$ cat src/hdl/dbs_pkg.sv
// Shared widths, constants and register indexes for the dual bargraph block.
`timescale 1ns / 1ps

package dbs_pkg;

  localparam int unsigned PosW     = 12;
  localparam int unsigned ReadingW = 16;
  localparam int unsigned CountW   = 24;
  localparam int unsigned CfgDataW = 24;
  localparam int unsigned CfgIdxW  = 2;

  localparam logic [PosW-1:0]     PosMax     = 12'd4095;
  localparam logic [PosW-1:0]     TurnLevel  = 12'd200;
  localparam logic [CountW-1:0]   IdleReset  = 24'd4200;
  localparam logic [CountW-1:0]   SaverReset = 24'd700;
  localparam logic [ReadingW-1:0] ReadingMin = 16'h8000;

  typedef enum logic [CfgIdxW-1:0] {
    CFG_LEFT_OFFSET  = 2'd0,
    CFG_RIGHT_OFFSET = 2'd1,
    CFG_IDLE_FRAMES  = 2'd2,
    CFG_SAVER_FRAMES = 2'd3
  } cfg_index_e;

  typedef enum logic {
    OP_SET   = 1'b0,
    OP_FRAME = 1'b1
  } op_e;

endpackage

$ cat src/hdl/dbs_slew.sv
// Target clamping and one-step slew of a single bar toward its target.
`timescale 1ns / 1ps

module dbs_slew (
  input  logic signed [dbs_pkg::ReadingW-1:0] reading_i,
  input  logic        [dbs_pkg::PosW-1:0]     offset_i,
  input  logic        [dbs_pkg::PosW-1:0]     shown_i,
  output logic        [dbs_pkg::PosW-1:0]     next_o
);
  import dbs_pkg::*;

  logic signed [ReadingW+1:0] sum;
  logic        [PosW-1:0]     target;

  assign sum = $signed({{2{reading_i[ReadingW-1]}}, reading_i})
             + $signed({{(ReadingW+2-PosW){1'b0}}, offset_i});

  // Negative sums clamp to an empty bar, anything past full scale saturates.
  always_comb begin
    priority if (sum[ReadingW+1]) begin
      target = '0;
    end else if (sum[ReadingW:PosW] != '0) begin
      target = PosMax;
    end else begin
      target = sum[PosW-1:0];
    end
  end

  always_comb begin
    priority if (shown_i < target) begin
      next_o = shown_i + 1'b1;
    end else if (shown_i > target) begin
      next_o = shown_i - 1'b1;
    end else begin
      next_o = shown_i;
    end
  end

endmodule

$ cat src/hdl/dual_bargraph_slew_with_screensaver_top.sv
// Top level of the dual bargraph driver with slewing bars and screensaver.
`timescale 1ns / 1ps

// Each transfer on the input channel either stores a signed reading for one
// scale (no result) or is a frame tick that gives one result with both bar
// positions and the screensaver flag. One item is taken every cycle unless
// input stalls; a frame result passes the input, then the output register,
// which part the two sides: input stalls only when the first holds a
// frame tick and the second is full and stalling. The user must write
// configuration via a plain write port while the block idles (not enforced).
module dual_bargraph_slew_with_screensaver_top (
  input  logic                                clk_i,
  input  logic                                rst_ni,
  input  logic                                cfg_we_i,
  input  logic        [dbs_pkg::CfgIdxW-1:0]  cfg_index_i,
  input  logic        [dbs_pkg::CfgDataW-1:0] cfg_data_i,
  input  logic                                in_valid_i,
  output logic                                in_stall_o,
  input  logic                                in_op_i,
  input  logic                                in_side_i,
  input  logic signed [dbs_pkg::ReadingW-1:0] in_reading_i,
  output logic                                out_valid_o,
  input  logic                                out_stall_i,
  output logic        [dbs_pkg::PosW-1:0]     out_left_position_o,
  output logic        [dbs_pkg::PosW-1:0]     out_right_position_o,
  output logic                                out_saver_active_o
);
  import dbs_pkg::*;

  // Configuration registers.
  logic [PosW-1:0]   left_offset_q, right_offset_q;
  logic [CountW-1:0] idle_frames_q, saver_frames_q;

  // Input register.
  logic                       s1_valid_q;
  logic                       s1_op_q;
  logic                       s1_side_q;
  logic signed [ReadingW-1:0] s1_reading_q;

  // Block state.
  logic signed [ReadingW-1:0] left_reading_q, right_reading_q;
  logic [PosW-1:0]            left_shown_q, right_shown_q;
  logic [PosW-1:0]            left_shown_d, right_shown_d;
  logic [CountW-1:0]          idle_count_q, idle_count_d;
  logic [CountW-1:0]          saver_count_q, saver_count_d;
  logic                       sweep_dir_q, sweep_dir_d;
  logic                       saver_d;

  // Output register.
  logic            out_valid_q;
  logic [PosW-1:0] out_left_q, out_right_q;
  logic            out_saver_q;

  logic            out_free;
  logic            s1_advance;
  logic            s1_frame;
  logic [PosW-1:0] left_slew, right_slew;
  logic [PosW-1:0] shrink_pos, grow_pos;

  assign out_free   = !out_valid_q || !out_stall_i;
  assign s1_frame   = (s1_op_q == OP_FRAME);
  assign s1_advance = s1_valid_q && (!s1_frame || out_free);
  assign in_stall_o = s1_valid_q && !s1_advance;

  always_ff @(posedge clk_i or negedge rst_ni) begin
    if (!rst_ni) begin
      left_offset_q  <= '0;
      right_offset_q <= '0;
      idle_frames_q  <= IdleReset;
      saver_frames_q <= SaverReset;
    end else if (cfg_we_i) begin
      unique case (cfg_index_e'(cfg_index_i))
        CFG_LEFT_OFFSET:  left_offset_q  <= cfg_data_i[PosW-1:0];
        CFG_RIGHT_OFFSET: right_offset_q <= cfg_data_i[PosW-1:0];
        CFG_IDLE_FRAMES:  idle_frames_q  <= cfg_data_i[CountW-1:0];
        CFG_SAVER_FRAMES: saver_frames_q <= cfg_data_i[CountW-1:0];
      endcase
    end
  end

  always_ff @(posedge clk_i or negedge rst_ni) begin
    if (!rst_ni) begin
      s1_valid_q <= 1'b0;
    end else if (!in_stall_o) begin
      s1_valid_q <= in_valid_i;
    end
  end

  always_ff @(posedge clk_i) begin
    if (in_valid_i && !in_stall_o) begin
      s1_op_q      <= in_op_i;
      s1_side_q    <= in_side_i;
      s1_reading_q <= in_reading_i;
    end
  end

  dbs_slew u_left_slew (
    .reading_i (left_reading_q),
    .offset_i  (left_offset_q),
    .shown_i   (left_shown_q),
    .next_o    (left_slew)
  );

  dbs_slew u_right_slew (
    .reading_i (right_reading_q),
    .offset_i  (right_offset_q),
    .shown_i   (right_shown_q),
    .next_o    (right_slew)
  );

  // In a sweep the bar picked by sweep_dir shrinks and the other one grows.
  always_comb begin
    shrink_pos = sweep_dir_q ? right_shown_q : left_shown_q;
    grow_pos   = sweep_dir_q ? left_shown_q  : right_shown_q;
    if (shrink_pos != '0) begin
      shrink_pos = shrink_pos - 1'b1;
    end
    if (grow_pos != PosMax) begin
      grow_pos = grow_pos + 1'b1;
    end
  end

  always_comb begin
    left_shown_d  = left_shown_q;
    right_shown_d = right_shown_q;
    idle_count_d  = idle_count_q;
    saver_count_d = saver_count_q;
    sweep_dir_d   = sweep_dir_q;
    saver_d       = 1'b0;
    priority if (idle_count_q != '0) begin
      idle_count_d  = idle_count_q - 1'b1;
      left_shown_d  = left_slew;
      right_shown_d = right_slew;
    end else if (saver_count_q < saver_frames_q) begin
      saver_d       = 1'b1;
      saver_count_d = saver_count_q + 1'b1;
      if (sweep_dir_q) begin
        left_shown_d  = grow_pos;
        right_shown_d = shrink_pos;
      end else begin
        left_shown_d  = shrink_pos;
        right_shown_d = grow_pos;
      end
      if (shrink_pos == '0 && grow_pos > TurnLevel) begin
        sweep_dir_d = !sweep_dir_q;
      end
    end else begin
      // Closing frame of a run: bars hold and the idle countdown restarts.
      saver_d       = 1'b1;
      idle_count_d  = idle_frames_q;
      saver_count_d = '0;
    end
  end

  always_ff @(posedge clk_i or negedge rst_ni) begin
    if (!rst_ni) begin
      left_reading_q  <= ReadingMin;
      right_reading_q <= ReadingMin;
      left_shown_q    <= '0;
      right_shown_q   <= '0;
      idle_count_q    <= IdleReset;
      saver_count_q   <= '0;
      sweep_dir_q     <= 1'b0;
    end else if (s1_advance) begin
      if (s1_frame) begin
        left_shown_q  <= left_shown_d;
        right_shown_q <= right_shown_d;
        idle_count_q  <= idle_count_d;
        saver_count_q <= saver_count_d;
        sweep_dir_q   <= sweep_dir_d;
      end else if (s1_side_q) begin
        right_reading_q <= s1_reading_q;
      end else begin
        left_reading_q <= s1_reading_q;
      end
    end
  end

  always_ff @(posedge clk_i or negedge rst_ni) begin
    if (!rst_ni) begin
      out_valid_q <= 1'b0;
    end else if (out_free) begin
      out_valid_q <= s1_advance && s1_frame;
    end
  end

  always_ff @(posedge clk_i) begin
    if (s1_advance && s1_frame) begin
      out_left_q  <= left_shown_d;
      out_right_q <= right_shown_d;
      out_saver_q <= saver_d;
    end
  end

  assign out_valid_o          = out_valid_q;
  assign out_left_position_o  = out_left_q;
  assign out_right_position_o = out_right_q;
  assign out_saver_active_o   = out_saver_q;

endmodule
$ cat config.mk
export PLATFORM = sky130hd
export DESIGN_NAME = dual_bargraph_slew_with_screensaver_top
export DESIGN_NICKNAME = d
export VERILOG_FILES = /design/src/hdl/dbs_pkg.sv /design/src/hdl/dbs_slew.sv /design/src/hdl/dual_bargraph_slew_with_screensaver_top.sv
export SDC_FILE = /design/constraint.sdc
export NUM_CORES = 1
export LEC_CHECK = 0
export CORE_ASPECT_RATIO = 0.5
export CORE_MARGIN = 2
export CORE_UTILIZATION = 64
export CTS_CLUSTER_SIZE = 40
export DETAILED_ROUTE_END_ITERATION = 6
export DONT_BUFFER_PORTS = 1
export PLACE_DENSITY = 0.8
export SYNTH_ARGS = -nofsm -noshare
export SYNTH_HDL_FRONTEND = slang
export SYNTH_SLANG_ARGS = --single-unit
$ cat constraint.sdc
create_clock -name clk_i -period 13.47 [get_ports clk_i]
set_clock_uncertainty 0.15 [all_clocks]
set_input_delay 2.0205 -clock clk_i [delete_from_list [all_inputs] [get_ports clk_i]]
set_output_delay 2.0205 -clock clk_i [all_outputs]
set_load 0.02 [all_outputs]
### Word level (Yosys, flattened, before mapping)

Index checks and enable logic that the tools add are counted.

* bits in registers: 222
* latch bits: 0
* memory bits (writable): 0
* ROM bits: 0
* bits of input ports: 49
* output and inout bits: 27
* logic and storage cells: 94
* memories: 0

* add/subtract/negate cells: 10
* $mul: 0
* div/mod/pow operators: 0
* $lt $le $gt $ge: 6
* eq/ne operators: 5
* shifts and indexed selects: 0
* multiplexer cells: 22
* bitwise gates (word level): 3
* reductions and logical operators: 29

Operators with widths (count)
* 12-bit two-way mux: 18
* 24-bit two-way mux: 3
* 12-bit by 1-bit adder with 12-bit output, second input constant: 3
* 12-bit by 1-bit subtractor with 12-bit output, second input constant: 3
* 16-bit by 13-bit adder with 17-bit output: 2
* 24-bit by 1-bit adder with 24-bit output, second input constant: 1
* 12-bit > comparator: 2
* 12-bit < comparator: 2
* 24-bit < comparator: 1
* 24-bit nonzero test: 1
* 24-bit by 1-bit subtractor with 24-bit output, second input constant: 1
* 12-bit by 8-bit > comparator with 1-bit output, second input constant: 1
* 12-bit logical NOT: 1
* 12-bit inequality test, second input constant: 1
* 3-bit AND reduction: 4
* 12-bit nonzero test: 1
* 2-bit AND reduction: 5
* 5-bit nonzero test: 2
* 1-bit logical NOT: 6
* 1-bit logical AND: 5
* 5-bit AND reduction: 1
* 2-bit == test, second input constant: 2
* 1-bit NOT: 3
* 2-bit by 1-bit == test with 1-bit output, second input constant: 1
* other kinds (4): 5

### Logic depth before layout (Yosys ltp)

* depth after elaboration: 8
* gate-level depth with buffers: 22
* mapped depth without buffers: 21

### Modules after synthesis

From an unflattened synthesis, not the netlist that was laid out.

* cells, all modules: 1467
* area, all modules: 14400.1 um2

Modules (own cells, without submodules)
* dual_bargraph_slew_with_screensaver_top: instances 1, cells each 1078, area an instance 11561.1 um2, seq. area each 5790.6 um2
* dbs_slew (u_right_slew): instances 1, cells each 205, area an instance 1437.6 um2, seq. area each 0.0 um2
* dbs_slew (u_left_slew): instances 1, cells each 184, area an instance 1401.3 um2, seq. area each 0.0 um2

### Worst setup path before layout

OpenSTA, ideal clock, no wires.

* path type: register to register
* from: register left_offset_q[0]
* to: register out_left_q[11] (netlist: out_left_position_o[11]) (data pin)
* library setup time: 0.261 ns
* arrival time: 4.666 ns
* data required time: 13.059 ns
* path slack: 8.394 ns
* cell stages (with the launch flop): 21
* path buffers: 1
* clock period less this slack: 5.076 ns
* cells stage by stage: dfrtp_1 > ha_1 > fa_1 > a21o_1 > a21oi_1 > o21ai_0 > o21ai_0 > a21o_1 > a31oi_1 > a31oi_1 > clkbuf_1 > o21ai_0 > ha_1 > and3_1 > nand3_1 > o21bai_1 > a211oi_1 > nand3_1 > o221ai_1 > nand2_1 > a221o_1

* word-level cells in the longest chain between the ends: 8
* elaborated cells on any way between the ends: 9
* those cells by class: add/sub: 1; order compare: 2; mux: 5; reduce/logical: 1

RTL lines
* start: declaration: line dual_bargraph_slew_with_screensaver_top.sv:31 `logic [PosW-1:0] left_offset_q, right_offset_q;`
* start signal: assignment: line dual_bargraph_slew_with_screensaver_top.sv:73 `CFG_LEFT_OFFSET: left_offset_q <= cfg_data_i[PosW-1:0];`
* 16-bit by 13-bit adder with 17-bit output *: line dbs_slew.sv:16 `+ $signed({{(ReadingW+2-PosW){1'b0}}, offset_i});`
* 5-bit nonzero test: line dbs_slew.sv:22 `end else if (sum[ReadingW:PosW] != '0) begin`
* 12-bit two-way mux: line dbs_slew.sv:22
* 12-bit two-way mux *: line dbs_slew.sv:20 `priority if (sum[ReadingW+1]) begin`
* 12-bit > comparator: line dbs_slew.sv:32 `end else if (shown_i > target) begin`
* 12-bit two-way mux: line dbs_slew.sv:32
* 12-bit two-way mux *: line dbs_slew.sv:30 `priority if (shown_i < target) begin`
* 12-bit two-way mux *: line dual_bargraph_slew_with_screensaver_top.sv:130 `priority if (idle_count_q != '0) begin`
* net left_shown_d[11]: line dual_bargraph_slew_with_screensaver_top.sv:43 `logic [PosW-1:0] left_shown_d, right_shown_d;`
* end signal: assignment: line dual_bargraph_slew_with_screensaver_top.sv:189 `out_left_q <= left_shown_d;`
* end: declaration: line dual_bargraph_slew_with_screensaver_top.sv:51 `logic [PosW-1:0] out_left_q, out_right_q;`

The timed path passes the listed nets; every way through them passes the cells marked *.
A chain may end at the register's enable or synchronous reset.

### Worst setup path in the final report

* from: register left_offset_q[0]
* to: register out_left_q[4] (netlist: out_left_position_o[4]) (data pin)

The elaborated chain is that of the path after synthesis.

==> reports/results.ini <==
[timing]
max_slew_margin_pct = 8.00
maxSlewViolCount = 0
final.min_clock_period_ns = 6.37
worst_pin_slew_ns = 1.37
rsz0062_at_grt = false
setup_ws_ns = 7.10
fin_crit_sh_pct = 47.3
fmax_mhz = 157
setup_viol = 0
hold_violations = 0
finalSetupTns_ns = 0

[floorplanning]
die_w_um = 215
dieArea_um2 = 23500
fp.dieH_um = 109
io_pins = 76
core_um2 = 21700
start_util_pct = 65.5
num_rows = 38

[placement]
gp_congestion = 0.998
dp_hpwl_mm = 28.8
pre_cts_slack_ns = 7.31
portBuffers = 0

[critical_path]
critPathLaunch = left_offset_q[0]
crit_chain = ha_1, fa_1, a21o_1, a21oi_1, o21ai_0, o21ai_0, a21o_1, a31oi_1, a31oi_1, o21ai_0, ha_1, a211o_1, a2111oi_0, a211oi_1, or3_1, o311ai_0, a21oi_1, a221oi_1
critPathMaxFanout = 12
cp.required_ns = 13.65
cpMostUsedCell = o21ai_0
timing.rr.start = left_offset_q[0]
max_stage_delay_ns = 0.78
critPathLaunchType = flop
end_kind = flop
critical_path_arrival_ns = 6.55
crit_path_top_delay_cell = a31oi_1
path_class = flop to flop

[logic_synthesis]
netlist_area_um2 = 14200
ys_seq_elements = 222
synth_cells = 1487
synthSimpleGateAreaFrac_pct = 16.6
yosysSeqAreaShare_pct = 40.7
synthesis.nets = 1618
synthAdderAreaFrac_pct = 7.32
synthArstFlopShare_pct = 80.6
syn_avg_cell_area_um2 = 9.57
ys.warnings.count = 0
synth.distinct_cells = 84
yosys_most_used_dff = dfrtp_1
synth-edff-count = 43
synth.area.mux_share_pct = 12.0
synth_top_family_by_area = compound AO/OA/AOI/OAI gates
synth_xor_area_share_pct = 2.71
synth_compound_area_share_pct = 17.2

[pwr]
power_frac_comb_pct = 35.3
internal_power_mw = 1.62
p_clk_share_pct = 24.4
p_seq_share_pct = 40.3
swShare_pct = 38.2
powerDensity_nw_per_um2 = 173
p_sw_mw = 1.00
leakagePower_nw = 6.50
vdd_ir_drop_max_mv = 0.143

[clock_network]
cts.sinks = 222
cts_root_buffer = clkbuf_16
cts-resized-gates = 0
htreeDepth = 1
hold_buffers = 0
cts_tree = done
post_cts_buffers = 0
clock_path_buffers = 3
numCtsBuffers = 21
clkLatencyLatePin_ns = 0.53
clkTransAtPathRegs_ns = 0.07

[worst_hold_path]
hold_path_class = flop to flop
min_from = idle_frames_q[13]

[layout]
drive_gt1_share_pct = 14.2
final_nets = 1575
syn2layout_area_growth_pct = 6.24

[global_routing]
antenna_found_initial = 2
overflow = 0
grt_usage_pct = 34.6
grt_start_max_net_pins = 180
grt_pass1_vias = 11400
grt_pass1_wl_mm = 63.3

[drt]
via_count = 12000
avgRoutedWirePerCell_um = 23.0
wl_mm = 40.5
first_iter_violations = 1245
vias_per_cell = 6.79
drc = 0
ant_nets = 0
first_pass_iters = 7

[run_status]
outcome = complete, no violations

[run]
timing.max_cap.violations = 0

[final timing paths]
kind / cells past startpoint / to / slack [ns]
max in group asynchronous: 0 / saver_frames_q[5] / 11.87
worst max register to register: 18 / out_left_position_o[4] / 7.10
worst max-delay path: 18 / out_left_position_o[4] / 7.10
min in group asynchronous: 0 / idle_frames_q[17] / 1.05
worst min-delay path: 1 / idle_frames_q[13] / 0.35
worst min register to register: 1 / idle_frames_q[13] / 0.35
[Yosys cell counts, types with 8 or more instances]
master      n  area, um2
and3_1     30        188
o22ai_1     8       50.1
nand2b_1   13       81.3
dfstp_2    16        420
inv_1      45        169
a211oi_1   14        105
xor2_1     12        105
nor3_1     36        180
o21ai_0   104        521
edfxtp_1   43       1290
or3_1      15       93.8
ha_1       80       1000
or2_2       9       56.3
o21a_1     14        105
nand2_1   146        548
xnor2_1    32        280
a31oi_1    18        113
a21oi_1    96        480
a21o_1     25        188
nor4_1     10       62.6
nand3_1    49        245
clkbuf_1   68        255
a221oi_1   16        140
nand4_1    19        119
nor2_1    103        387
dfrtp_1   163       4080
mux2_2    120       1350
mux2i_1    33        330
[power by group through the flow]
stage	Clock (mW)	Combinational (mW)	Sequential, mW
after floorplan	0	0.752	0.943
after global placement	0	0.862	1.05
after detailed placement	0	0.897	1.06
after CTS	0.646	0.908	1.04
after global routing	0.675	1.02	1.07
final	0.639	0.926	1.05
[cell families after synthesis]
family | Yosys count
adders and majority gates | 82
buffers and inverters | 124
and+or+nand+nor | 480
DFF | 222
xor gates and xnor gates | 44
AOI/OAI and AO/OA | 381
muxes | 154
[per-layer routing]
metal  vias up  routed length (um)  track usage (%)
met5         -                   0                0
met4         0                1380             12.5
met1      5829               17100             46.3
met3       108                4220             10.3
li1       5425                   -                -
met2       592               17800             54.1
[per-stage QoR]
stage / cells / hold WS (ns) / power (mW) / instance area, um2 / utilization (%)
2_1_floorplan: 1487 / 0.311 / 1.70 / 14200 / -
3_3_place_gp: 1721 / 0.328 / 1.91 / 14400 / 66.3
3_5_place_dp: 1721 / 0.340 / 1.95 / 14400 / 66.3
4_1_cts: 1759 / 0.355 / 2.60 / 15100 / 69.5
5_1_grt: 1759 / 0.368 / 2.77 / 15100 / 69.5
6_report: 1760 / 0.352 / 2.62 / 15100 / 69.6
[worst max-delay path: cells and delay by family (launching register included)]
family	cells	cell delay (ns)
adders and majority gates	3	1.03
and+or+nand+nor	1	0.42
AOI/OAI and AO/OA	14	4.20
DFF	1	0.39
[state kept, by name, summed over array words and instances (netlist names), 16 cells and up]
name             flops
left_reading_q      16
s1_reading_q        16
idle_frames_q       24
right_reading_q     16
saver_frames_q      24
idle_count_q        24
saver_count_q       24
[cell usage in the layout, fill, tap and decap left out, drive strengths merged, types with 6 or more instances in the layout]
master and instances:
a211oi 14, a21o 25, a21oi 97, a221oi 16, a22oi 7, a311oi 7, a31oi 18, and2 8
and3 30, buf 12, clkbuf 28, dfrtp 163, dfstp 16, edfxtp 43, ha 80, inv 47
mux2 120, mux2i 33, nand2 146, nand2b 13, nand3 49, nand4 19, nand4b 6, nor2 104
nor2b 6, nor3 38, nor3b 7, nor4 10, o211ai 7, o21a 14, o21ai 106, o22ai 8
or2 9, or3 15, xnor2 32, xor2 12
[cell type report]
cell class | count | area, um2
Tap cell | 300 | 375
Sequential cell | 222 | 5790
Antenna cell | 1 | 2.50
Clock inverter | 10 | 155
Timing Repair Buffer | 12 | 90.1
Multi-Input combinational cell | 1141 | 7970
Inverter | 46 | 173
Clock buffer | 28 | 562
Fill cell | 1630 | 6610
Note: power is estimated with default switching activity, not from simulation.
